`config.mk`:
```
export PLATFORM = sky130hd
export DESIGN_NAME = base64_stream_decoder
export DESIGN_NICKNAME = d
export VERILOG_FILES = /design/src/rtl/b64d_pkg.sv /design/src/rtl/b64d_core.sv /design/src/rtl/b64d_out_reg.sv /design/src/rtl/base64_stream_decoder.sv
export SDC_FILE = /design/constraint.sdc
export NUM_CORES = 1
export LEC_CHECK = 0
export ABC_AREA = 1
export CAP_MARGIN = 10
export CORE_MARGIN = 10
export CORE_UTILIZATION = 37
export DETAILED_ROUTE_END_ITERATION = 8
export DONT_BUFFER_PORTS = 1
export PLACE_DENSITY = 0.64
export SETUP_SLACK_MARGIN = 0.2
export SLEW_MARGIN = 10
export SYNTH_ARGS = -nofsm -noshare
export SYNTH_HDL_FRONTEND = slang
export SYNTH_SLANG_ARGS = --single-unit
export TNS_END_PERCENT = 30
```
`constraint.sdc`:
```
create_clock -name clk -period 2.75 [get_ports clk]
set_input_delay 0.275 -clock clk [delete_from_list [all_inputs] [get_ports clk]]
set_output_delay 0.275 -clock clk [all_outputs]
set_load 0.005 [all_outputs]
```
`src/rtl/b64d_pkg.sv`:
```
// ----------------------------------------------------------------------------
// b64d_pkg
// Shared types, constants and the alphabet decode for the base64 stream decoder.
// ----------------------------------------------------------------------------
package b64d_pkg;

  localparam int COUNT_BITS = 24;
  localparam int OUT_COUNT_BITS = 24;
  localparam logic [31:0] OUT_COUNT_MAX = 32'(24'hFF_FFFF);

  localparam logic [7:0] PAD_CHAR = 8'h3D;

  typedef struct packed {
    logic [7:0]                data_byte;
    logic                      byte_valid;
    logic                      done_res;
    logic                      empty_res;
    logic [OUT_COUNT_BITS-1:0] byte_count;
  } b64d_result_t;

  typedef struct packed {
    logic       valid;
    logic [5:0] value;
  } b64d_sextet_t;

  function automatic b64d_sextet_t sextet_of(input logic [7:0] ch);
    b64d_sextet_t s;
    s.valid = 1'b1;
    s.value = 6'd0;
    if (ch >= 8'h41 && ch <= 8'h5A) begin
      s.value = 6'(ch - 8'h41);
    end else if (ch >= 8'h61 && ch <= 8'h7A) begin
      s.value = 6'(ch - 8'h61 + 8'd26);
    end else if (ch >= 8'h30 && ch <= 8'h39) begin
      s.value = 6'(ch - 8'h30 + 8'd52);
    end else if (ch == 8'h2B || ch == 8'h2D) begin
      s.value = 6'd62;
    end else if (ch == 8'h2F || ch == 8'h5F) begin
      s.value = 6'd63;
    end else begin
      s.valid = 1'b0;
    end
    return s;
  endfunction

endpackage

```
`src/rtl/b64d_core.sv`:
```
// ----------------------------------------------------------------------------
// b64d_core
// Decoder state: accumulator, pending-bit count, pad flag and byte counter.
// ----------------------------------------------------------------------------
module b64d_core import b64d_pkg::*; (
  input  logic         clk,
  input  logic         rst,
  input  logic         advance,
  input  logic [7:0]   char_code,
  input  logic         last_char,
  output logic         has_result,
  output b64d_result_t result
);

  logic [11:0]           bit_accumulator;
  logic [2:0]            pending_bits;
  logic                  stopped_flag;
  logic [COUNT_BITS-1:0] decoded_total;

  logic [11:0]           bit_accumulator_next;
  logic [2:0]            pending_bits_next;
  logic                  stopped_flag_next;
  logic [COUNT_BITS-1:0] decoded_total_next;

  b64d_sextet_t sextet;
  logic         take;
  logic         have_byte;
  logic [11:0]  shifted;
  logic [31:0]  total_wide;

  always_comb begin
    sextet = sextet_of(char_code);
    take = !stopped_flag && char_code != PAD_CHAR && sextet.valid;
    shifted = {bit_accumulator[5:0], sextet.value};
    have_byte = take && pending_bits >= 3'd2;

    bit_accumulator_next = take ? shifted : bit_accumulator;
    pending_bits_next = pending_bits;
    if (take) begin
      pending_bits_next = have_byte ? pending_bits - 3'd2 : pending_bits + 3'd6;
    end
    stopped_flag_next = stopped_flag || char_code == PAD_CHAR;
    decoded_total_next = decoded_total;
    if (have_byte && decoded_total != {COUNT_BITS{1'b1}}) begin
      decoded_total_next = decoded_total + COUNT_BITS'(1);
    end

    total_wide = 32'(decoded_total_next);
    has_result = have_byte || last_char;
    result.data_byte = have_byte ? 8'(shifted >> pending_bits_next) : 8'd0;
    result.byte_valid = have_byte;
    result.done_res = last_char;
    result.empty_res = last_char && decoded_total_next == '0;
    result.byte_count = '0;
    if (last_char) begin
      result.byte_count = (total_wide > OUT_COUNT_MAX) ? OUT_COUNT_MAX[OUT_COUNT_BITS-1:0]
                                                       : total_wide[OUT_COUNT_BITS-1:0];
    end
  end

  always_ff @(posedge clk) begin
    if (rst) begin
      bit_accumulator <= '0;
      pending_bits <= '0;
      stopped_flag <= 1'b0;
      decoded_total <= '0;
    end else if (advance) begin
      if (last_char) begin
        bit_accumulator <= '0;
        pending_bits <= '0;
        stopped_flag <= 1'b0;
        decoded_total <= '0;
      end else begin
        bit_accumulator <= bit_accumulator_next;
        pending_bits <= pending_bits_next;
        stopped_flag <= stopped_flag_next;
        decoded_total <= decoded_total_next;
      end
    end
  end

endmodule

```
`src/rtl/b64d_out_reg.sv`:
```
// ----------------------------------------------------------------------------
// b64d_out_reg
// Result register that holds one decoded transaction until the sink takes it.
// ----------------------------------------------------------------------------
module b64d_out_reg import b64d_pkg::*; (
  input  logic         clk,
  input  logic         rst,
  input  logic         load,
  input  b64d_result_t load_result,
  input  logic         tready,
  output logic         tvalid,
  output b64d_result_t held
);

  always_ff @(posedge clk) begin
    if (rst) begin
      tvalid <= 1'b0;
    end else if (load) begin
      tvalid <= 1'b1;
    end else if (tready) begin
      tvalid <= 1'b0;
    end
  end

  always_ff @(posedge clk) begin
    if (load) begin
      held <= load_result;
    end
  end

endmodule

```
`src/rtl/base64_stream_decoder.sv`:
```
// ----------------------------------------------------------------------------
// base64_stream_decoder
// Streaming base64 decoder, one character in, at most one byte out.
// ----------------------------------------------------------------------------
// Each input transaction carries one character; standard and URL-safe alphabets
// are both decoded and other characters are skipped. The first '=' stops
// decoding until the transaction marked by tlast, which always produces an
// output transaction with tlast set, the byte count and the empty flag, and
// then restarts the decoder for the next text. A character passes through an
// input register and one stage of decode logic into the result register, so
// the block sustains one character per cycle, and throughput drops only while
// the sink holds tready low with a result waiting.
// ----------------------------------------------------------------------------
module base64_stream_decoder import b64d_pkg::*; (
  input  logic        clk,
  input  logic        rst,
  input  logic        s_tvalid,
  output logic        s_tready,
  input  logic [7:0]  s_tdata,   // [7:0] char_code
  input  logic        s_tlast,   // last_char
  output logic        m_tvalid,
  input  logic        m_tready,
  output logic [31:0] m_tdata,   // [7:0] data_byte, [31:8] byte_count
  output logic [1:0]  m_tuser,   // [0] byte_valid, [1] empty_res
  output logic        m_tlast    // done_res
);

  logic         in_valid;
  logic [7:0]   in_char;
  logic         in_last;
  logic         advance;
  logic         has_result;
  b64d_result_t result;
  b64d_result_t held;

  b64d_core u_core (
    .clk       (clk),
    .rst       (rst),
    .advance   (advance),
    .char_code (in_char),
    .last_char (in_last),
    .has_result(has_result),
    .result    (result)
  );

  assign advance = in_valid && (!m_tvalid || m_tready || !has_result);
  assign s_tready = !in_valid || advance;

  always_ff @(posedge clk) begin
    if (rst) begin
      in_valid <= 1'b0;
    end else if (s_tready) begin
      in_valid <= s_tvalid;
    end
  end

  always_ff @(posedge clk) begin
    if (s_tready && s_tvalid) begin
      in_char <= s_tdata;
      in_last <= s_tlast;
    end
  end

  b64d_out_reg u_out_reg (
    .clk        (clk),
    .rst        (rst),
    .load       (advance && has_result),
    .load_result(result),
    .tready     (m_tready),
    .tvalid     (m_tvalid),
    .held       (held)
  );

  assign m_tdata = {held.byte_count, held.data_byte};
  assign m_tuser = {held.empty_res, held.byte_valid};
  assign m_tlast = held.done_res;

endmodule

```
==> results of run 1 <==
-- layout make-up --
type	instances	area [µm²]	share of cell area
repair inverters	6	73.8	0.0124
clock inverters	4	68.8	0.0116
inverters	76	312	0.0524
multi-input cells	450	2530	0.425
well taps	172	215	0.0362
clock buffers	12	256	0.0431
flip-flops and latches	79	2020	0.340
repair buffers	50	477	0.0801
-- cell usage in the layout (no fill, tap or decap), drive strengths merged, types with 12 or more instances in the layout --
cell and count:
a21oi 50, buf 48, clkbuf 13, dfxtp 35, edfxtp 44, inv 78
nand2 171, nand3 40, nand4 12, nor2 76, nor3 13, o21ai 29
xor2 22
-- Yosys cell counts (all sizes together) --
master / count / share of area
dfxtp: 35 / 0.15
nand3: 40 / 0.047
clkinv: 1 / 0.00078
nor4: 2 / 0.0026
or2: 2 / 0.0026
a211oi: 1 / 0.0016
inv: 75 / 0.059
a311oi: 1 / 0.0018
nor2: 76 / 0.067
buf: 12 / 0.021
a22oi: 3 / 0.0047
and2: 1 / 0.0013
a21oi: 50 / 0.056
nand3b: 2 / 0.0031
o211ai: 8 / 0.013
ha: 11 / 0.029
o21ai: 29 / 0.031
nand4: 12 / 0.019
xnor2: 4 / 0.0073
o21a: 2 / 0.0031
nor3: 13 / 0.017
nand2: 171 / 0.14
edfxtp: 44 / 0.28
clkbuf: 7 / 0.0055
xor2: 22 / 0.040
-- registers in the layout, summed over array words and instances, names as in the netlist, 2 cells and up --
| register | count |
|---|---|
| u_core.bit_accumulator | 6 |
| u_core.decoded_total | 24 |
| in_char | 8 |
| u_core.pending_bits | 2 |
| u_out_reg.held | 35 |
-- critical path, stage by stage, from the launching register on --
cell      delay (ps)
edfxtp_1         430
buf_6            150
buf_4            110
buf_4            140
nand2_2           60
nand3_1           60
nand2_1           70
inv_1             40
nand2_2           90
nand2_4           60
nand3_4          120
buf_12           120
nand4_4          110
buf_12           190
nor2_1           140
xor2_1           250
nor2_1           100
nand3_1           90
nor2_1            50
-- what timing repair did --
item	4_1_cts	5_1_grt
pin swaps	0	7
endpoints found under the hold margin	34	0
hold buffers	2	0
gates resized for setup	12	54
endpoints found under the setup margin	65	102
setup buffers	8	15
gates cloned	3	4
-- metrics by stage --
step / std cells / power, W
floorplan: 624 / 0.00154
finish: 849 / 0.00302
global route: 849 / 0.00313
global placement: 801 / 0.00160
detailed placement: 801 / 0.00160
CTS: 830 / 0.00296
-- layer usage --
metal,part of all wire,vias up,wire length (µm)
met2,0.43,140,5880
li1,-,2144,-
met4,0.028,0,377
met5,0,-,0
met1,0.46,2003,6290
met3,0.075,25,1020
-- power breakdown --
part	switching [W]	leakage, nW	internal (W)
clock network	0.000475	0.160	0.000840
logic	0.000239	1.38	0.000152
registers	0.0000309	0.653	0.00128
total	0.000745	2.20	0.00227
-- worst paths after layout --
path,start,cells past startpoint,slack [ps],end
hold / removal,s_tdata[6],0,20,in_char[6]$_DFFE_PP_
setup / recovery,in_char[1]$_DFFE_PP_,18,120,u_out_reg.held[24]$_DFFE_PP_
setup reg to reg,in_char[1]$_DFFE_PP_,18,120,u_out_reg.held[24]$_DFFE_PP_
hold reg to reg,u_core.bit_accumulator[3]$_SDFFE_PP0P_,2,470,u_core.bit_accumulator[3]$_SDFFE_PP0P_
-- kinds of logic (layout without fill, tap and decap cells) --
family | after synthesis | after routing | share of synthesized area
buf+inv | 95 | 148 | 0.0866
simple gates | 319 | 319 | 0.303
compound gates | 94 | 94 | 0.111
xor+xnor | 26 | 26 | 0.0476
fa+ha+maj | 11 | 11 | 0.0288
flops | 79 | 79 | 0.423
==> impl_metrics.csv, run 1 <==
group,metric,value,unit
drt,drc,0,
floorplan,start_util,0.379,
global_routing,grt_max_degree,35,
cells_and_area,utilization,0.472,
synth,yosysUniqueCellTypes,41,
synth,yosysSeqAreaShare,0.423,
timing,skew,4.99,ps
timing,hold_ws,19.6,ps
global_routing,grt_pass1_vias,4021,
timing,relSlewSlack,0.665,
drt,dr.first_iter.drc_count,377,
pwr,powerDensity,507,mW/mm²
pwr,irDropWorstVdd,281,µV
drt,wl,13600,µm
cells_and_area,nFillCells,1249,
timing,finalSetupTns,0,ps
clocking,clockBufferDepth,2,
place,dp_slack,23.3,ps
synth,synthCells,624,
place,dp_hpwl,9130,µm
floorplan,ios,50,
pwr,p_leak,2.20,nW
timing,finalWorstSetupSlack,117,ps
clocking,worstSkewPairLatency,350,ps
timing,timing.final.max_slew_violations,0,
floorplan,die_area,0.0179,mm²
global_routing,grt.busiest_layer,"met2",
clocking,cts_buffers,9,
synth,synth_seq_cells,79,
timing,fin_crit_sh,0.957,
clocking,path_clk_slew,60,ps
flow_run,cap_violations,0,
global_routing,grt_util_met1,0.196,
global_routing,grtUsageTotal,0.148,
drt,via_count,4312,
synth,syn-num-nets,648,
floorplan,core,0.0126,mm²
outcome,outcome,"complete, no violations",
cells_and_area,finish.net_count,696,
cells_and_area,design_area,0.00595,mm²
drt,antenna_left,0,
setup_path,end_kind,"flip-flop",
drt,drt_pre_antenna_iters,7,
synth,syn_area_per_cell,7.67,µm²
floorplan,num_rows,41,
cells_and_area,drive_above_1_share,0.208,
synth,synth_area,0.00478,mm²
floorplan,die_x,134,µm
clocking,h-tree-depth,3,
drt,vias_per_cell,5.08,
global_routing,use_met2,0.214,
timing,finalSetupViolCount,0,
cells_and_area,syn_to_final_growth,24.4,%
place,postPlaceCellArea,0.00508,mm²
place,gp_routability_congestion,0.918,
timing,fmax,380,MHz
setup_path,cp.arrival,2740,ps
floorplan,fp.dieH,134,µm
setup_path,cp_max_fo,10,
min_path,hold_path_class,"in2reg",
timing,worst_pin_slew,500,ps
drt,post_drt_wl_per_cell,16.0,µm
global_routing,met3_usage,0.0429,
timing,hold_viol_final,0,
clocking,tritoncts,"yes",
setup_path,cp.required,2860,ps
timing,rsz0062_at_grt,"true",
clocking,cts.sinks,79,
global_routing,grt_remaining_overflow,0,
setup_path,crit_type,"reg2reg",
global_routing,antenna_found_initial,0,
cells_and_area,diodes,0,
global_routing,grt_pass1_wl,21300,µm
setup_path,cp-start-kind,"flip-flop",
place,io_buffers,0,
timing,min_period,2630,ps
synth,yosysWarnings,0,
clocking,clockRootBuffer,"clkbuf_16",
Note: power is estimated with default switching activity, not from simulation.
==> run 2: changes to the inputs <==
--- a/config.mk
+++ b/config.mk
@@ -11,7 +11,9 @@
 export CORE_UTILIZATION = 37
 export DETAILED_ROUTE_END_ITERATION = 8
 export DONT_BUFFER_PORTS = 1
+export HOLD_SLACK_MARGIN = 0.12
 export PLACE_DENSITY = 0.64
+export REMOVE_ABC_BUFFERS = 1
 export SETUP_SLACK_MARGIN = 0.2
 export SLEW_MARGIN = 10
 export SYNTH_ARGS = -nofsm -noshare
==> run 2 against run 1 <==
Against the previous run: non-clock buffer count rose by 15; cell area rose by 3.1%; utilization rose by 1.5 points; critical path type unchanged; highest routed layer unchanged.
==> impl_metrics.csv, run 2 (same netlist as run 1, synthesis figures left out) <==
group,metric,value,unit
clocking,cts_buffers,9,
drt,drt_pre_antenna_iters,5,
drt,post_drt_wl_per_cell,16.1,µm
global_routing,grt_max_degree,36,
timing,skew,9.29,ps
clocking,tritoncts,"yes",
timing,worst_pin_slew,502,ps
setup_path,cp.arrival,2850,ps
timing,fin_crit_sh,0.957,
cells_and_area,seq_area,0.00202,mm²
drt,vias_per_cell,5.10,
pwr,powerDensity,470,mW/mm²
pwr,irDropWorstVdd,242,µV
cells_and_area,syn_to_final_growth,28.2,%
place,dp_slack,0.795,ps
global_routing,grt_remaining_overflow,0,
global_routing,grt_pass1_wl,20900,µm
timing,rsz0062_at_grt,"true",
clocking,clockBufferDepth,2,
cells_and_area,largest_reg_flops,35,
floorplan,fp.dieH,134,µm
place,dp_hpwl,9420,µm
setup_path,slowest_stage,"edfxtp_1",
cells_and_area,drive_above_1_share,0.240,
place,gp_routability_congestion,0.879,
setup_path,cp.required,2970,ps
drt,drc,0,
floorplan,start_util,0.379,
clocking,path_clk_slew,60,ps
setup_path,cp-start-kind,"flip-flop",
cells_and_area,diodes,0,
global_routing,grt_pass1_vias,3946,
floorplan,ios,50,
setup_path,crit_type,"reg2reg",
cells_and_area,nFillCells,1227,
cells_and_area,layout_common_cells,"141 x nand2_1, 65 x nor2_1, 59 x inv_1",
floorplan,die_area,0.0179,mm²
floorplan,num_rows,41,
timing,fmax,380,MHz
floorplan,core,0.0126,mm²
setup_path,cp_cell_sequence,"inv_2, ha_4, nand2_4, nand3_2, nand2_2, nand2_2, nand2_4, nand3_4, nand3_4, nor2_4, clkbuf_16, o21ai_2, inv_2, nand3_1, nor2_2, nand2_1, nor2_1",
min_path,hold_path_class,"in2reg",
global_routing,antenna_found_initial,0,
setup_path,cp_max_fo,7,
place,io_buffers,0,
cells_and_area,top_register,"u_out_reg.held",
clocking,cts.sinks,79,
timing,timing.final.max_slew_violations,0,
cells_and_area,multi_input_area,0.00264,mm²
pwr,p_leak,2.28,nW
timing,min_period,2630,ps
floorplan,die_x,134,µm
clocking,worstSkewPairLatency,350,ps
timing,hold_viol_final,0,
setup_path,critPathMaxStageDelay,540,ps
drt,antenna_left,0,
setup_path,end_kind,"flip-flop",
timing,relSlewSlack,0.663,
cells_and_area,final_common_cell,"nand2_1",
drt,via_count,4381,
pwr,clkPwrFrac,0.407,
flow_run,cap_violations,0,
cells_and_area,finish.net_count,706,
pwr,p_sw,0.000746,W
cells_and_area,design_area,0.00613,mm²
timing,finalWorstSetupSlack,119,ps
pwr,swShare,0.259,
place,postPlaceCellArea,0.00517,mm²
drt,dr.first_iter.drc_count,339,
clocking,clockRootBuffer,"clkbuf_16",
cells_and_area,largest_registers,"u_out_reg.held (35), u_core.decoded_total (24), in_char (8)",
outcome,outcome,"complete, no violations",
drt,wl,13800,µm
pwr,p_seq_frac,0.453,
global_routing,grtUsageTotal,0.145,
pwr,internal_power,0.00214,W
clocking,h-tree-depth,3,
timing,finalSetupViolCount,0,
pwr,pwr-share-comb,0.140,
-- run 2: worst paths after layout --
path / from / cells past startpoint / endpoint / slack (ps)
max reg2reg: in_char[3]$_DFFE_PP_ / 17 / u_out_reg.held[24]$_DFFE_PP_ / 120
min: m_tready / 3 / u_out_reg.tvalid$_SDFFE_PP0P_ / 200
min reg2reg: u_core.bit_accumulator[3]$_SDFFE_PP0P_ / 2 / u_core.bit_accumulator[3]$_SDFFE_PP0P_ / 470
max: in_char[3]$_DFFE_PP_ / 17 / u_out_reg.held[24]$_DFFE_PP_ / 120
-- run 2: timing repair --
item | in CTS | in global routing
cloned | 0 | 6
hold buffers | 11 | 0
endpoints found under the setup margin | 9 | 94
pin swaps | 1 | 27
gates resized for setup | 3 | 89
setup buffers | 3 | 13
hold endpoints to repair | 44 | 0
-- run 2: critical path, delay by kind of cell (launching register included) --
family                   cells  cell delay, ps
AO/OA/AOI/OAI                1              70
adder cells (fa/ha/maj)      1             170
buffers and inverters        3             440
AND/OR/NAND/NOR             12            1270
flip-flops                   1             540
-- run 2: stage by stage --
stage	total power (W)	hold WS, ps	instances	utilization	TNS (ps)
global placement	0.00162	350	810	0.410	-14.7
finish	0.00289	201	859	0.486	0
floorplan	0.00151	344	605	-	-15480
detailed placement	0.00162	353	810	0.410	0
global route	0.00300	219	859	0.486	0
CTS	0.00282	182	840	0.444	0
-- run 2: cell type report --
class	count	area share
Clock buffer	11	0.0379
Inverter	76	0.0489
Timing Repair Buffer	65	0.110
Multi-Input combinational cell	451	0.430
Clock inverter	5	0.00816
Tap cell	172	0.0351
Sequential cell	79	0.330
-- run 2: power groups by stage --
stage,combinational [W],clock (W),sequential [W]
after global routing,0.000438,0.00125,0.00131
after global placement,0.000285,0,0.00133
after CTS,0.000314,0.00120,0.00131
after detailed placement,0.000285,0,0.00133
after floorplan,0.000186,0,0.00133
final,0.000404,0.00117,0.00131
-- run 2: metal layers --
layer	routed length [µm]	global-route usage
met4	385	0.0623
met3	842	0.0323
met5	0	0
met2	6000	0.213
met1	6560	0.200
